## config.mk

```make
export PLATFORM = sky130hd
export DESIGN_NAME = two_level_priority_queue_top
export DESIGN_NICKNAME = d
export VERILOG_FILES = /design/src/rtl/core/tlpq_pkg.sv /design/src/rtl/core/tlpq_mem.sv /design/src/rtl/core/two_level_priority_queue_top.sv
export SDC_FILE = /design/constraint.sdc
export NUM_CORES = 1
export LEC_CHECK = 0
export BUFFER_PORTS_ARGS = -buffer_cell sky130_fd_sc_hd__buf_2
export CELL_PAD_IN_SITES_DETAIL_PLACEMENT = 0
export CELL_PAD_IN_SITES_GLOBAL_PLACEMENT = 1
export CORE_MARGIN = 10
export CORE_UTILIZATION = 45
export CTS_BUF_LIST = sky130_fd_sc_hd__clkbuf_16
export DETAILED_ROUTE_END_ITERATION = 16
export HOLD_SLACK_MARGIN = 0.03
export PLACE_DENSITY = 0.7
export SLEW_MARGIN = 20
export SYNTH_ARGS = -nofsm -noshare
export SYNTH_HDL_FRONTEND = slang
export SYNTH_SLANG_ARGS = --single-unit
```

## constraint.sdc

```tcl
create_clock -name i_clk -period 4.32 [get_ports i_clk]
set_clock_uncertainty 0.15 [all_clocks]
set_input_delay 0.648 -clock i_clk [delete_from_list [all_inputs] [get_ports i_clk]]
set_output_delay 0.648 -clock i_clk [all_outputs]
set_load 0.05 [all_outputs]
```

## src/rtl/core/tlpq_pkg.sv

```systemverilog
// shared types and constants of the two-level priority queue
`default_nettype none
package tlpq_pkg;

    localparam int DEF_QUEUE_DEPTH = 16;
    localparam int ENTRY_W         = 41;

    // op codes
    localparam logic [2:0] OP_ENQ     = 3'd0;
    localparam logic [2:0] OP_DEQ     = 3'd1;
    localparam logic [2:0] OP_SERVE   = 3'd2;
    localparam logic [2:0] OP_PROMOTE = 3'd3;
    localparam logic [2:0] OP_ALL     = 3'd4;

    // status codes
    localparam logic [1:0] ST_OK    = 2'd0;
    localparam logic [1:0] ST_EMPTY = 2'd1;
    localparam logic [1:0] ST_FULL  = 2'd2;
    localparam logic [1:0] ST_NOTF  = 2'd3;

    // configuration register indexes
    localparam logic REG_AGE_THR = 1'b0;
    localparam logic REG_BATCH   = 1'b1;

    localparam logic [6:0] RST_AGE_THR = 7'd60;
    localparam logic [3:0] RST_BATCH   = 4'd5;
    localparam logic [3:0] MAX_BATCH   = 4'd8;

    typedef struct packed {
        logic [15:0] ticket;
        logic [6:0]  age;
        logic        hw;
        logic        prio;
        logic [15:0] reg_time;
    } t_entry;

    typedef struct packed {
        logic [2:0]  op;
        logic [15:0] ticket;
        logic [6:0]  age;
        logic        health_worker;
        logic [15:0] reg_time;
    } t_in_word;

    typedef struct packed {
        logic        valid_res;
        logic [15:0] out_ticket;
        logic [6:0]  out_age;
        logic        out_health_worker;
        logic        out_priority;
        logic [15:0] out_reg_time;
        logic [4:0]  occupancy;
        logic [1:0]  status;
        logic        last;
    } t_out_word;

endpackage
`default_nettype wire

```

## src/rtl/core/tlpq_mem.sv

```systemverilog
// entry store: one write port, one registered read port
`default_nettype none
module tlpq_mem
    import tlpq_pkg::*;
#(
    parameter int DEPTH = DEF_QUEUE_DEPTH,
    parameter int AW    = $clog2(DEPTH)
) (
    input  wire logic          i_clk,
    input  wire logic          i_we,
    input  wire logic [AW-1:0] i_waddr,
    input  wire t_entry        i_wdata,
    input  wire logic          i_re,
    input  wire logic [AW-1:0] i_raddr,
    output t_entry             o_rdata
);
    t_entry r_mem [DEPTH];
    t_entry r_rdata;

    // write port
    always_ff @(posedge i_clk) begin
        if (i_we) begin
            r_mem[i_waddr] <= i_wdata;
        end
    end

    // read port
    always_ff @(posedge i_clk) begin
        if (i_re) begin
            r_rdata <= r_mem[i_raddr];
        end
    end

    assign o_rdata = r_rdata;
endmodule
`default_nettype wire

```

## src/rtl/core/two_level_priority_queue_top.sv

```systemverilog
// Two-level priority queue. Entries sit in a circular buffer memory addressed from a
// head pointer; dequeue and serve pop entries from the head one at a time. Enqueue of a
// non-priority entry writes it at the tail; a priority enqueue scans the leading priority
// run and then shifts the tail down one place, one entry at a time, before writing the
// new entry. Promote by ticket scans for the ticket and shifts the entries before it the
// same way. Promote all rewrites every held entry. All of these share the single
// read-modify-write path through the entry memory; one word is handled at a time, and
// the input is ready again as soon as the last result word is in the output register.
`default_nettype none
module two_level_priority_queue_top
    import tlpq_pkg::*;
#(
    parameter int QUEUE_DEPTH = DEF_QUEUE_DEPTH
) (
    input  wire logic       i_clk,
    input  wire logic       i_rst_n,
    input  wire logic       i_cfg_we,
    input  wire logic       i_cfg_idx,
    input  wire logic [6:0] i_cfg_data,
    input  wire logic       i_in_valid,
    output logic            o_in_ready,
    input  wire t_in_word   i_in,
    output logic            o_out_valid,
    input  wire logic       i_out_ready,
    output t_out_word       o_out
);
    localparam int AW = $clog2(QUEUE_DEPTH);
    localparam int CW = $clog2(QUEUE_DEPTH + 1);

    localparam logic [3:0] S_IDLE     = 4'd0;
    localparam logic [3:0] S_SCAN_RD  = 4'd1;
    localparam logic [3:0] S_SCAN_CHK = 4'd2;
    localparam logic [3:0] S_SH_RD    = 4'd3;
    localparam logic [3:0] S_SH_WR    = 4'd4;
    localparam logic [3:0] S_INS      = 4'd5;
    localparam logic [3:0] S_POP_RD   = 4'd6;
    localparam logic [3:0] S_POP_OUT  = 4'd7;
    localparam logic [3:0] S_ALL_RD   = 4'd8;
    localparam logic [3:0] S_ALL_WR   = 4'd9;
    localparam logic [3:0] S_RESP     = 4'd10;

    logic [3:0]    r_state, n_state;
    logic [6:0]    r_age_thr;
    logic [3:0]    r_batch;
    logic [AW-1:0] r_head, n_head;
    logic [CW-1:0] r_count, n_count;
    logic [CW-1:0] r_idx, n_idx;
    logic [CW-1:0] r_lo, n_lo;
    logic [3:0]    r_left, n_left;
    logic          r_enq, n_enq;
    logic [15:0]   r_tk, n_tk;
    t_entry        r_ent, n_ent;
    logic [1:0]    r_status, n_status;
    logic          r_out_valid, n_out_valid;
    t_out_word     r_out, n_out;

    logic          mem_we, mem_re;
    logic [AW-1:0] mem_waddr, mem_raddr;
    t_entry        mem_wdata, mem_rdata;

    // logical position to memory address, wrapped
    function automatic logic [AW-1:0] phys(input logic [AW-1:0] head, input logic [CW-1:0] l);
        logic [CW:0] sum;
        sum = (CW+1)'(head) + (CW+1)'(l);
        if (sum >= (CW+1)'(QUEUE_DEPTH)) begin
            sum = sum - (CW+1)'(QUEUE_DEPTH);
        end
        return AW'(sum);
    endfunction

    tlpq_mem #(.DEPTH(QUEUE_DEPTH), .AW(AW)) u_mem (
        .i_clk   (i_clk),
        .i_we    (mem_we),
        .i_waddr (mem_waddr),
        .i_wdata (mem_wdata),
        .i_re    (mem_re),
        .i_raddr (mem_raddr),
        .o_rdata (mem_rdata)
    );

    logic slot_free;
    assign slot_free   = !r_out_valid || i_out_ready;
    assign o_in_ready  = (r_state == S_IDLE);
    assign o_out_valid = r_out_valid;
    assign o_out       = r_out;

    // configuration registers
    always_ff @(posedge i_clk) begin
        if (!i_rst_n) begin
            r_age_thr <= RST_AGE_THR;
            r_batch   <= RST_BATCH;
        end else if (i_cfg_we) begin
            case (i_cfg_idx)
                REG_AGE_THR: r_age_thr <= i_cfg_data;
                REG_BATCH:   r_batch   <= i_cfg_data[3:0];
                default:     r_batch   <= r_batch;
            endcase
        end
    end

    // sequencer
    always_comb begin
        t_entry      e;
        logic        hit;
        logic [3:0]  bs;
        n_state     = r_state;
        n_head      = r_head;
        n_count     = r_count;
        n_idx       = r_idx;
        n_lo        = r_lo;
        n_left      = r_left;
        n_enq       = r_enq;
        n_tk        = r_tk;
        n_ent       = r_ent;
        n_status    = r_status;
        n_out_valid = r_out_valid && !i_out_ready;
        n_out       = r_out;
        mem_we      = 1'b0;
        mem_waddr   = '0;
        mem_wdata   = r_ent;
        mem_re      = 1'b0;
        mem_raddr   = '0;
        e           = mem_rdata;
        hit         = 1'b0;
        bs          = (r_batch == 4'd0) ? 4'd1 : ((r_batch > MAX_BATCH) ? MAX_BATCH : r_batch);

        case (r_state)
            S_IDLE: begin
                if (i_in_valid) begin
                    n_status = ST_OK;
                    n_tk     = i_in.ticket;
                    n_idx    = '0;
                    case (i_in.op)
                        OP_ENQ: begin
                            n_ent.ticket   = i_in.ticket;
                            n_ent.age      = i_in.age;
                            n_ent.hw       = i_in.health_worker;
                            n_ent.reg_time = i_in.reg_time;
                            n_ent.prio     = (i_in.age >= r_age_thr) || i_in.health_worker;
                            n_enq          = 1'b1;
                            if (r_count == CW'(QUEUE_DEPTH)) begin
                                n_status = ST_FULL;
                                n_state  = S_RESP;
                            end else if (n_ent.prio) begin
                                n_state = S_SCAN_RD;
                            end else begin
                                n_lo    = r_count;
                                n_state = S_INS;
                            end
                        end
                        OP_DEQ, OP_SERVE: begin
                            if (r_count == '0) begin
                                n_status = ST_EMPTY;
                                n_state  = S_RESP;
                            end else begin
                                n_left = (i_in.op == OP_DEQ) ? 4'd1 : bs;
                                if (CW'(n_left) > r_count) begin
                                    n_left = 4'(r_count);
                                end
                                n_state = S_POP_RD;
                            end
                        end
                        OP_PROMOTE: begin
                            n_enq   = 1'b0;
                            n_state = S_SCAN_RD;
                        end
                        OP_ALL:  n_state = S_ALL_RD;
                        default: n_state = S_RESP;
                    endcase
                end
            end
            // scan from the head
            S_SCAN_RD: begin
                if (r_idx == r_count) begin
                    if (r_enq) begin
                        n_lo    = r_count;
                        n_state = S_INS;
                    end else begin
                        n_status = ST_NOTF;
                        n_state  = S_RESP;
                    end
                end else begin
                    mem_re    = 1'b1;
                    mem_raddr = phys(r_head, r_idx);
                    n_state   = S_SCAN_CHK;
                end
            end
            S_SCAN_CHK: begin
                hit = r_enq ? !mem_rdata.prio : (mem_rdata.ticket == r_tk);
                if (hit) begin
                    if (r_enq) begin
                        n_lo  = r_idx;
                        n_idx = r_count;
                    end else begin
                        e.prio = 1'b1;
                        n_ent  = e;
                        n_lo   = '0;
                    end
                    n_state = S_SH_RD;
                end else begin
                    n_idx   = r_idx + 1'b1;
                    n_state = S_SCAN_RD;
                end
            end
            // move entries one place toward the tail
            S_SH_RD: begin
                if (r_idx == r_lo) begin
                    n_state = S_INS;
                end else begin
                    mem_re    = 1'b1;
                    mem_raddr = phys(r_head, r_idx - 1'b1);
                    n_state   = S_SH_WR;
                end
            end
            S_SH_WR: begin
                mem_we    = 1'b1;
                mem_waddr = phys(r_head, r_idx);
                mem_wdata = mem_rdata;
                n_idx     = r_idx - 1'b1;
                n_state   = S_SH_RD;
            end
            S_INS: begin
                mem_we    = 1'b1;
                mem_waddr = phys(r_head, r_lo);
                mem_wdata = r_ent;
                if (r_enq) begin
                    n_count = r_count + 1'b1;
                end
                n_state = S_RESP;
            end
            // pop the head
            S_POP_RD: begin
                mem_re    = 1'b1;
                mem_raddr = r_head;
                n_state   = S_POP_OUT;
            end
            S_POP_OUT: begin
                if (slot_free) begin
                    n_count                 = r_count - 1'b1;
                    n_head                  = phys(r_head, CW'(1));
                    n_left                  = r_left - 1'b1;
                    n_out_valid             = 1'b1;
                    n_out.valid_res         = 1'b1;
                    n_out.out_ticket        = mem_rdata.ticket;
                    n_out.out_age           = mem_rdata.age;
                    n_out.out_health_worker = mem_rdata.hw;
                    n_out.out_priority      = mem_rdata.prio;
                    n_out.out_reg_time      = mem_rdata.reg_time;
                    n_out.occupancy         = 5'(n_count);
                    n_out.status            = ST_OK;
                    n_out.last              = (r_left == 4'd1);
                    n_state                 = (r_left == 4'd1) ? S_IDLE : S_POP_RD;
                end
            end
            // mark every entry priority
            S_ALL_RD: begin
                if (r_idx == r_count) begin
                    n_state = S_RESP;
                end else begin
                    mem_re    = 1'b1;
                    mem_raddr = phys(r_head, r_idx);
                    n_state   = S_ALL_WR;
                end
            end
            S_ALL_WR: begin
                e.prio    = 1'b1;
                mem_we    = 1'b1;
                mem_waddr = phys(r_head, r_idx);
                mem_wdata = e;
                n_idx     = r_idx + 1'b1;
                n_state   = S_ALL_RD;
            end
            // status-only result word
            S_RESP: begin
                if (slot_free) begin
                    n_out_valid     = 1'b1;
                    n_out           = '0;
                    n_out.occupancy = 5'(r_count);
                    n_out.status    = r_status;
                    n_out.last      = 1'b1;
                    n_state         = S_IDLE;
                end
            end
            default: n_state = S_IDLE;
        endcase
    end

    // control state
    always_ff @(posedge i_clk) begin
        if (!i_rst_n) begin
            r_state     <= S_IDLE;
            r_head      <= '0;
            r_count     <= '0;
            r_out_valid <= 1'b0;
        end else begin
            r_state     <= n_state;
            r_head      <= n_head;
            r_count     <= n_count;
            r_out_valid <= n_out_valid;
        end
    end

    // working registers and output word
    always_ff @(posedge i_clk) begin
        r_idx    <= n_idx;
        r_lo     <= n_lo;
        r_left   <= n_left;
        r_enq    <= n_enq;
        r_tk     <= n_tk;
        r_ent    <= n_ent;
        r_status <= n_status;
        r_out    <= n_out;
    end
endmodule
`default_nettype wire
```

# Yosys cells after proc, flatten, opt, wreduce, memory -nomap -nowiden
# Memory sizes are Yosys's and may differ from the RTL's. A register that Yosys moved wholly into a read port is not among the register bits.
# Index checks and enable logic that the tools add are counted.
[totals]
regBits = 149
mem_bits_rw = 656
input_bits = 56
n_memories = 1
[mem_list]
columns = ["memory", "words", "word_bits", "rd", "rd_clocked_by_memory_dff", "wr", "line_no", "text"]
rows = [
  ["u_mem.r_mem", 16, 41, 1, 1, 1, "tlpq_mem.sv:17", "t_entry r_mem [DEPTH];"],
]
[classes]
addsub = 13
order_cmp = 7
eq_ne = 34
muxes = 72
bitwise = 1
n_reduce_logical = 36
[ops]
columns = ["op", "count"]
rows = [
  ["41-bit 2-to-1 mux", 4],
  ["41-bit case mux with 2 select lines", 2],
  ["50-bit 2-to-1 mux", 2],
  ["50-bit case mux with 2 select lines", 1],
  ["4-bit 2-to-1 mux", 21],
  ["5-bit 2-to-1 mux", 12],
  ["4-bit case mux with 11 select lines", 1],
  ["2-bit != test (second input constant)", 12],
  ["5-bit case mux with 4 select lines", 1],
  ["4-bit by 1-bit subtractor with 4-bit output (second input constant)", 5],
  ["4-bit by 5-bit adder with 6-bit output", 3],
  ["6-bit by 5-bit greater-or-equal comparator with 1-bit output (second input constant)", 3],
  ["16-bit == test", 1],
  ["4-bit by 3-bit == test with 1-bit output (second input constant)", 4],
  ["4-bit case mux with 2 select lines", 2],
  ["4-bit case mux with 4 select lines", 1],
  ["5-bit case mux with 3 select lines", 1],
  ["3-bit AND reduction", 5],
  ["4-bit == test (second input constant)", 3],
  ["2-bit 2-to-1 mux", 6],
  ["4-bit case mux with 3 select lines", 1],
  ["2-bit nonzero test", 6],
  ["5-bit by 1-bit adder with 5-bit output (second input constant)", 2],
  ["5-bit == test", 2],
  ["35 further kinds", 62],
]

# Logic depth before layout (Yosys ltp)
[logic_depth]
word_depth = 10
ltp_mapped = 14
ltp_nobuf = 13

# Cells and area by module
# Synthesis repeated with hierarchy kept, for this count alone.
[hier_totals]
hier_cells = 1860
hier_area_um2 = 34225.3
[by_module_without_submodules]
columns = ["module", "instances", "cells_each", "area_each_um2", "seq_area_each_um2"]
rows = [
  ["tlpq_mem", 1, 1066, 25786.0, 20930.1],
  ["two_level_priority_queue_top", 1, 794, 8439.3, 4224.1],
]

# Worst setup path after synthesis
# No wires, ideal clock.
[synth_timing]
kind = "register to register"
start = "reg r_state[2]"
end = "reg r_out (netlist bit o_out[0]) (enable)"
t_arrival_ps = 3923
required_time_ps = 3696
slack_ps = -227
path_stages_with_launch = 7
synth_period_minus_slack_ps = 4547
path_cell_list = "dfxtp_1 -> buf_2 -> nand2b_4 -> nor2_1 -> clkinv_1 -> clkbuf_1 -> a21oi_1"
[synth_via]
elab_chain_len = 3
word_cells_on_any_way = 6
cone_classes = "eq/ne (4); reduce/logical (2)"
[synth_rtl]
columns = ["element", "line_no", "text"]
rows = [
  ["start: declaration", "two_level_priority_queue_top.sv:42", "logic [3:0] r_state, n_state;"],
  ["start signal: assignment", "two_level_priority_queue_top.sv:296", "r_state <= n_state;"],
  ["4-bit by 3-bit == test with 1-bit output / 4-bit == test (equally long branches)", "two_level_priority_queue_top.sv:127", "case (r_state)"],
  ["2-bit != test (no source line) / 2-bit nonzero test (equally long branches)", "n/a", ""],
  ["3-bit AND reduction (no source line) *", "n/a", ""],
  ["end signal: assignment", "two_level_priority_queue_top.sv:312", "r_out <= n_out;"],
  ["end: declaration", "two_level_priority_queue_top.sv:55", "t_out_word r_out, n_out;"],
]
# Every way passes the cells marked *; elsewhere a longest branch is shown, timed or not.
# A chain may end at the register's enable or synchronous reset.

# Worst setup path in the final report
[layout_timing]
start = "reg r_idx[0]"
end = "reg, netlist name u_mem.o_rdata[5]"
[layout_via]
elab_chain_len = 6
word_cells_on_any_way = 17
cone_classes = "add/sub (5); order compare (2); eq/ne (2); mux (8)"
[layout_rtl]
columns = ["element", "line_no", "text"]
rows = [
  ["start: declaration", "two_level_priority_queue_top.sv:47", "logic [CW-1:0] r_idx, n_idx;"],
  ["start signal: assignment", "two_level_priority_queue_top.sv:305", "r_idx <= n_idx;"],
  ["5-bit by 1-bit subtractor with 5-bit output", "two_level_priority_queue_top.sv:211", "mem_raddr = phys(r_head, r_idx - 1'b1);"],
  ["4-bit by 5-bit adder with 6-bit output", "two_level_priority_queue_top.sv:64", "sum = (CW+1)'(head) + (CW+1)'(l);"],
  ["6-bit by 5-bit greater-or-equal comparator with 1-bit output / 4-bit by 1-bit subtractor with 4-bit output (equally long branches)", "two_level_priority_queue_top.sv:65, two_level_priority_queue_top.sv:66", ""],
  ["4-bit 2-to-1 mux", "two_level_priority_queue_top.sv:65", "if (sum >= (CW+1)'(QUEUE_DEPTH)) begin"],
  ["4-bit 2-to-1 mux", "two_level_priority_queue_top.sv:207", "if (r_idx == r_lo) begin"],
  ["4-bit case mux with 3 select lines", "two_level_priority_queue_top.sv:127", ""],
]
# Several ways; a longest one is shown, not always the timed one.

==> impl_results.md <==
* DP Area at 35500 um^2
* WP data arrival at 4210 ps
* Post-synthesis instance total at 2244
* Worst Tran Pin Value at 1080 ps
* Mapped Area at 33200 um^2
* Root Buffer: clkbuf_16
* DRT Pass-1 Iters at 9
* Async set-or-reset flop fraction in the synthesized netlist at 0%
* Area leader, netlist: edfxtp_1
* Layout cells sized above 1 at 14.4%
* Data required time of the worst path at 4550 ps
* Commonest cells in the netlist: 821 x edfxtp_1, 464 x nand2_1, 194 x a21oi_1
* GRT Overall Usage at 21.0%
* Finished Cell Area at 38400 um^2
* Final Hold Fails at 0
* Pwr/cell area at 680 nW/um^2
* Reg-to-reg setup timing slack at 340 ps
* PortBufs at 107
* RSZ-0062 raised after global routing: false
* Routability-driven placement congestion ratio at 0.849
* CTS tree: built
* Switching Power at 8.60 mW
* Inserted Clock Buffers at 88
* Hold buffers post-CTS at 5
* Synth Flop Type: edfxtp_1
* Chip height at 291 um
* Internal at 17.5 mW
* Routed WL at 91600 um
* Distinct cells, synth at 60
* Count of final setup violators at 0
* Final Max Slew Viols at 0
* Slowest stage delay, CP at 520 ps
* Die ar. at 84900 um^2
* Initial Utilization at 45.4%
* Vias at 20596
* Sequential-to-total area share from yosys stat at 75.9%
* Max capacitance violation total at 0
* Crit-path cells: inv_1, ha_1, fa_1, nor2b_1, o21ai_0, a21oi_4, buf_12, a222oi_1, a21oi_1, or4_1
* Headroom to the max-slew limit at 27.7%
* Setup_tns at 0 ps
* CTS Sinks at 846
* DRC Markers at 0
* Crit Path Max Fanout at 105
* Sequential power share at 44.6%
* Post-detail-place hpwl at 49900 um
* Initial DRC Count at 2976
* Yosys reg bits at 846
* Crit start category: flip-flop
* Most common cell in the synthesized netlist: edfxtp_1
* Max Root-Sink Buffers at 3
* Slowest-stage cell, CP: edfxtp_1
* Setup CP Type: reg2reg
* Drt via density at 6.03
* Drt wl/cell at 26.8 um
* Initial antenna violation count at 2
* Fmax at 0.252 GHz
* Tmin final at 3980 ps
* Syn avg cell area at 14.8 um^2
* Area Overhead vs Synth at 15.8%
* Top post-synthesis cells by area: edfxtp_1 74%, nand2_1 5.3%, a222oi_1 5.0%
* H-Tree Depth at 3
* Largest net degree at the start of global routing at 112
* Crit end category: flip-flop
* I/O Pins at 108
* Post-synthesis net count at 2331
* Total gr overflow at 0
* Yosys Warn Count at 0
* Vias in the first global route at 20125
* Worst-path clk slew at 60 ps
* Peak supply drop at 0.000562 V
* Sw Share at 32.9%
* Clk Latency, worst-skew pair at 650 ps
* PostCTS Resize Cnt at 0
* Core box area at 73000 um^2
* Combinational Power Share at 26.8%
* # diodes at 0
* Crit share post-route at 92.0%
* Detail Route Antenna Nets at 0
* Run status: complete, no violations
* Clock power share at 28.7%
* Setup Buffers After CTS at 0
* Die width at 291 um
* Synth top area share at 74.4%
* HP Class: in2reg
* First-pass GRT wire length at 134000 um
* EDFF count, synth at 821
* # nets final at 2470
* Rows at 99
* LEAKAGE at 12.7 nW
## final timing paths
check                             startpoint          endpoint  cells after the start
worst max-delay path                r_idx[0]  u_mem.o_rdata[5]                     10
worst min-delay path                i_in[39]          r_tk[15]                      1
worst max register to register      r_idx[0]  u_mem.o_rdata[5]                     10
worst min register to register  r_age_thr[1]      r_age_thr[1]                      2
## power groups by stage
| stage | Combinational, mW | Sequential (mW) | Clock (mW) |
|---|---|---|---|
| 2_1_floorplan | 4.30 | 11.7 | 0 |
| 3_5_place_dp | 6.95 | 11.8 | 0 |
| 6_report | 6.99 | 11.6 | 7.48 |
| 3_3_place_gp | 6.81 | 11.8 | 0 |
| 5_1_grt | 7.57 | 11.7 | 7.95 |
| 4_1_cts | 6.97 | 11.6 | 7.62 |
## through the flow
| step | cells | power [mW] | utilization [%] | worst slack (ps) | hold WS, ps |
|---|---|---|---|---|---|
| global placement | 3247 | 18.6 | 48.6 | 513 | 314 |
| floorplan | 2244 | 16.0 | - | 333 | 291 |
| global route | 3416 | 27.2 | 52.6 | 157 | 42.3 |
| detailed placement | 3247 | 18.7 | 48.6 | 405 | 331 |
| finish | 3416 | 26.1 | 52.6 | 344 | 58.2 |
| CTS | 3416 | 26.2 | 52.6 | 386 | 30.4 |
## worst max-delay path: cells and delay by family (launching register included)
family	cells	cell delay, ps
AND/OR/NAND/NOR	2	630
buffers and inverters	2	380
adder cells (fa/ha/maj)	2	850
AO/OA/AOI/OAI	4	1050
flip-flops	1	520
## flip-flops by register name, summed over array words and instances (netlist names), 5 cells and up
signal,cells
r_idx,5
r_age_thr,7
r_tk,16
r_count,5
r_lo,5
u_mem.o_rdata,41
r_ent,41
u_mem.r_mem,656
o_out,50
## area by class of cell
| class | instances | area [um^2] |
|---|---|---|
| timing repair buffer | 186 | 1600 |
| inverter | 30 | 113 |
| fill | 5886 | 34600 |
| multi-input combinational | 1231 | 7440 |
| tap | 959 | 1200 |
| clock inverter | 74 | 618 |
| clock buffer | 90 | 2250 |
| sequential | 846 | 25200 |
## per-layer routing
layer,wire length (um),GRT usage (%),up-vias
met1,37400,28.6,10340
met2,43200,33.4,1142
li1,-,-,8985
met5,13,0,-
met3,8920,4.53,127
met4,2080,6.42,2
## cells in the final DEF (no fill, tap or decap), types with 25 or more instances in the layout
cell type / n
and2_1: 52
inv_1: 39
nand2_1: 460
clkbuf_16: 90
or4_1: 41
buf_2: 107
a222oi_1: 164
xnor2_1: 41
a21oi_1: 192
buf_4: 37
edfxtp_1: 821
dfxtp_1: 25
ha_1: 28
nand3_1: 29
nor2_1: 35
o21ai_0: 31
buf_12: 37
## cells by family after synthesis
| kind of cell | after synthesis | synth area share (%) |
|---|---|---|
| DFF | 846 | 75.9 |
| AOI/OAI and AO/OA | 452 | 9.92 |
| xor gates and xnor gates | 55 | 1.45 |
| buffers and inverters | 167 | 2.25 |
| adders and majority gates | 31 | 1.24 |
| muxes | 1 | 0.0302 |
| and+or+nand+nor | 692 | 9.24 |
(Power assumes the default switching activity.)
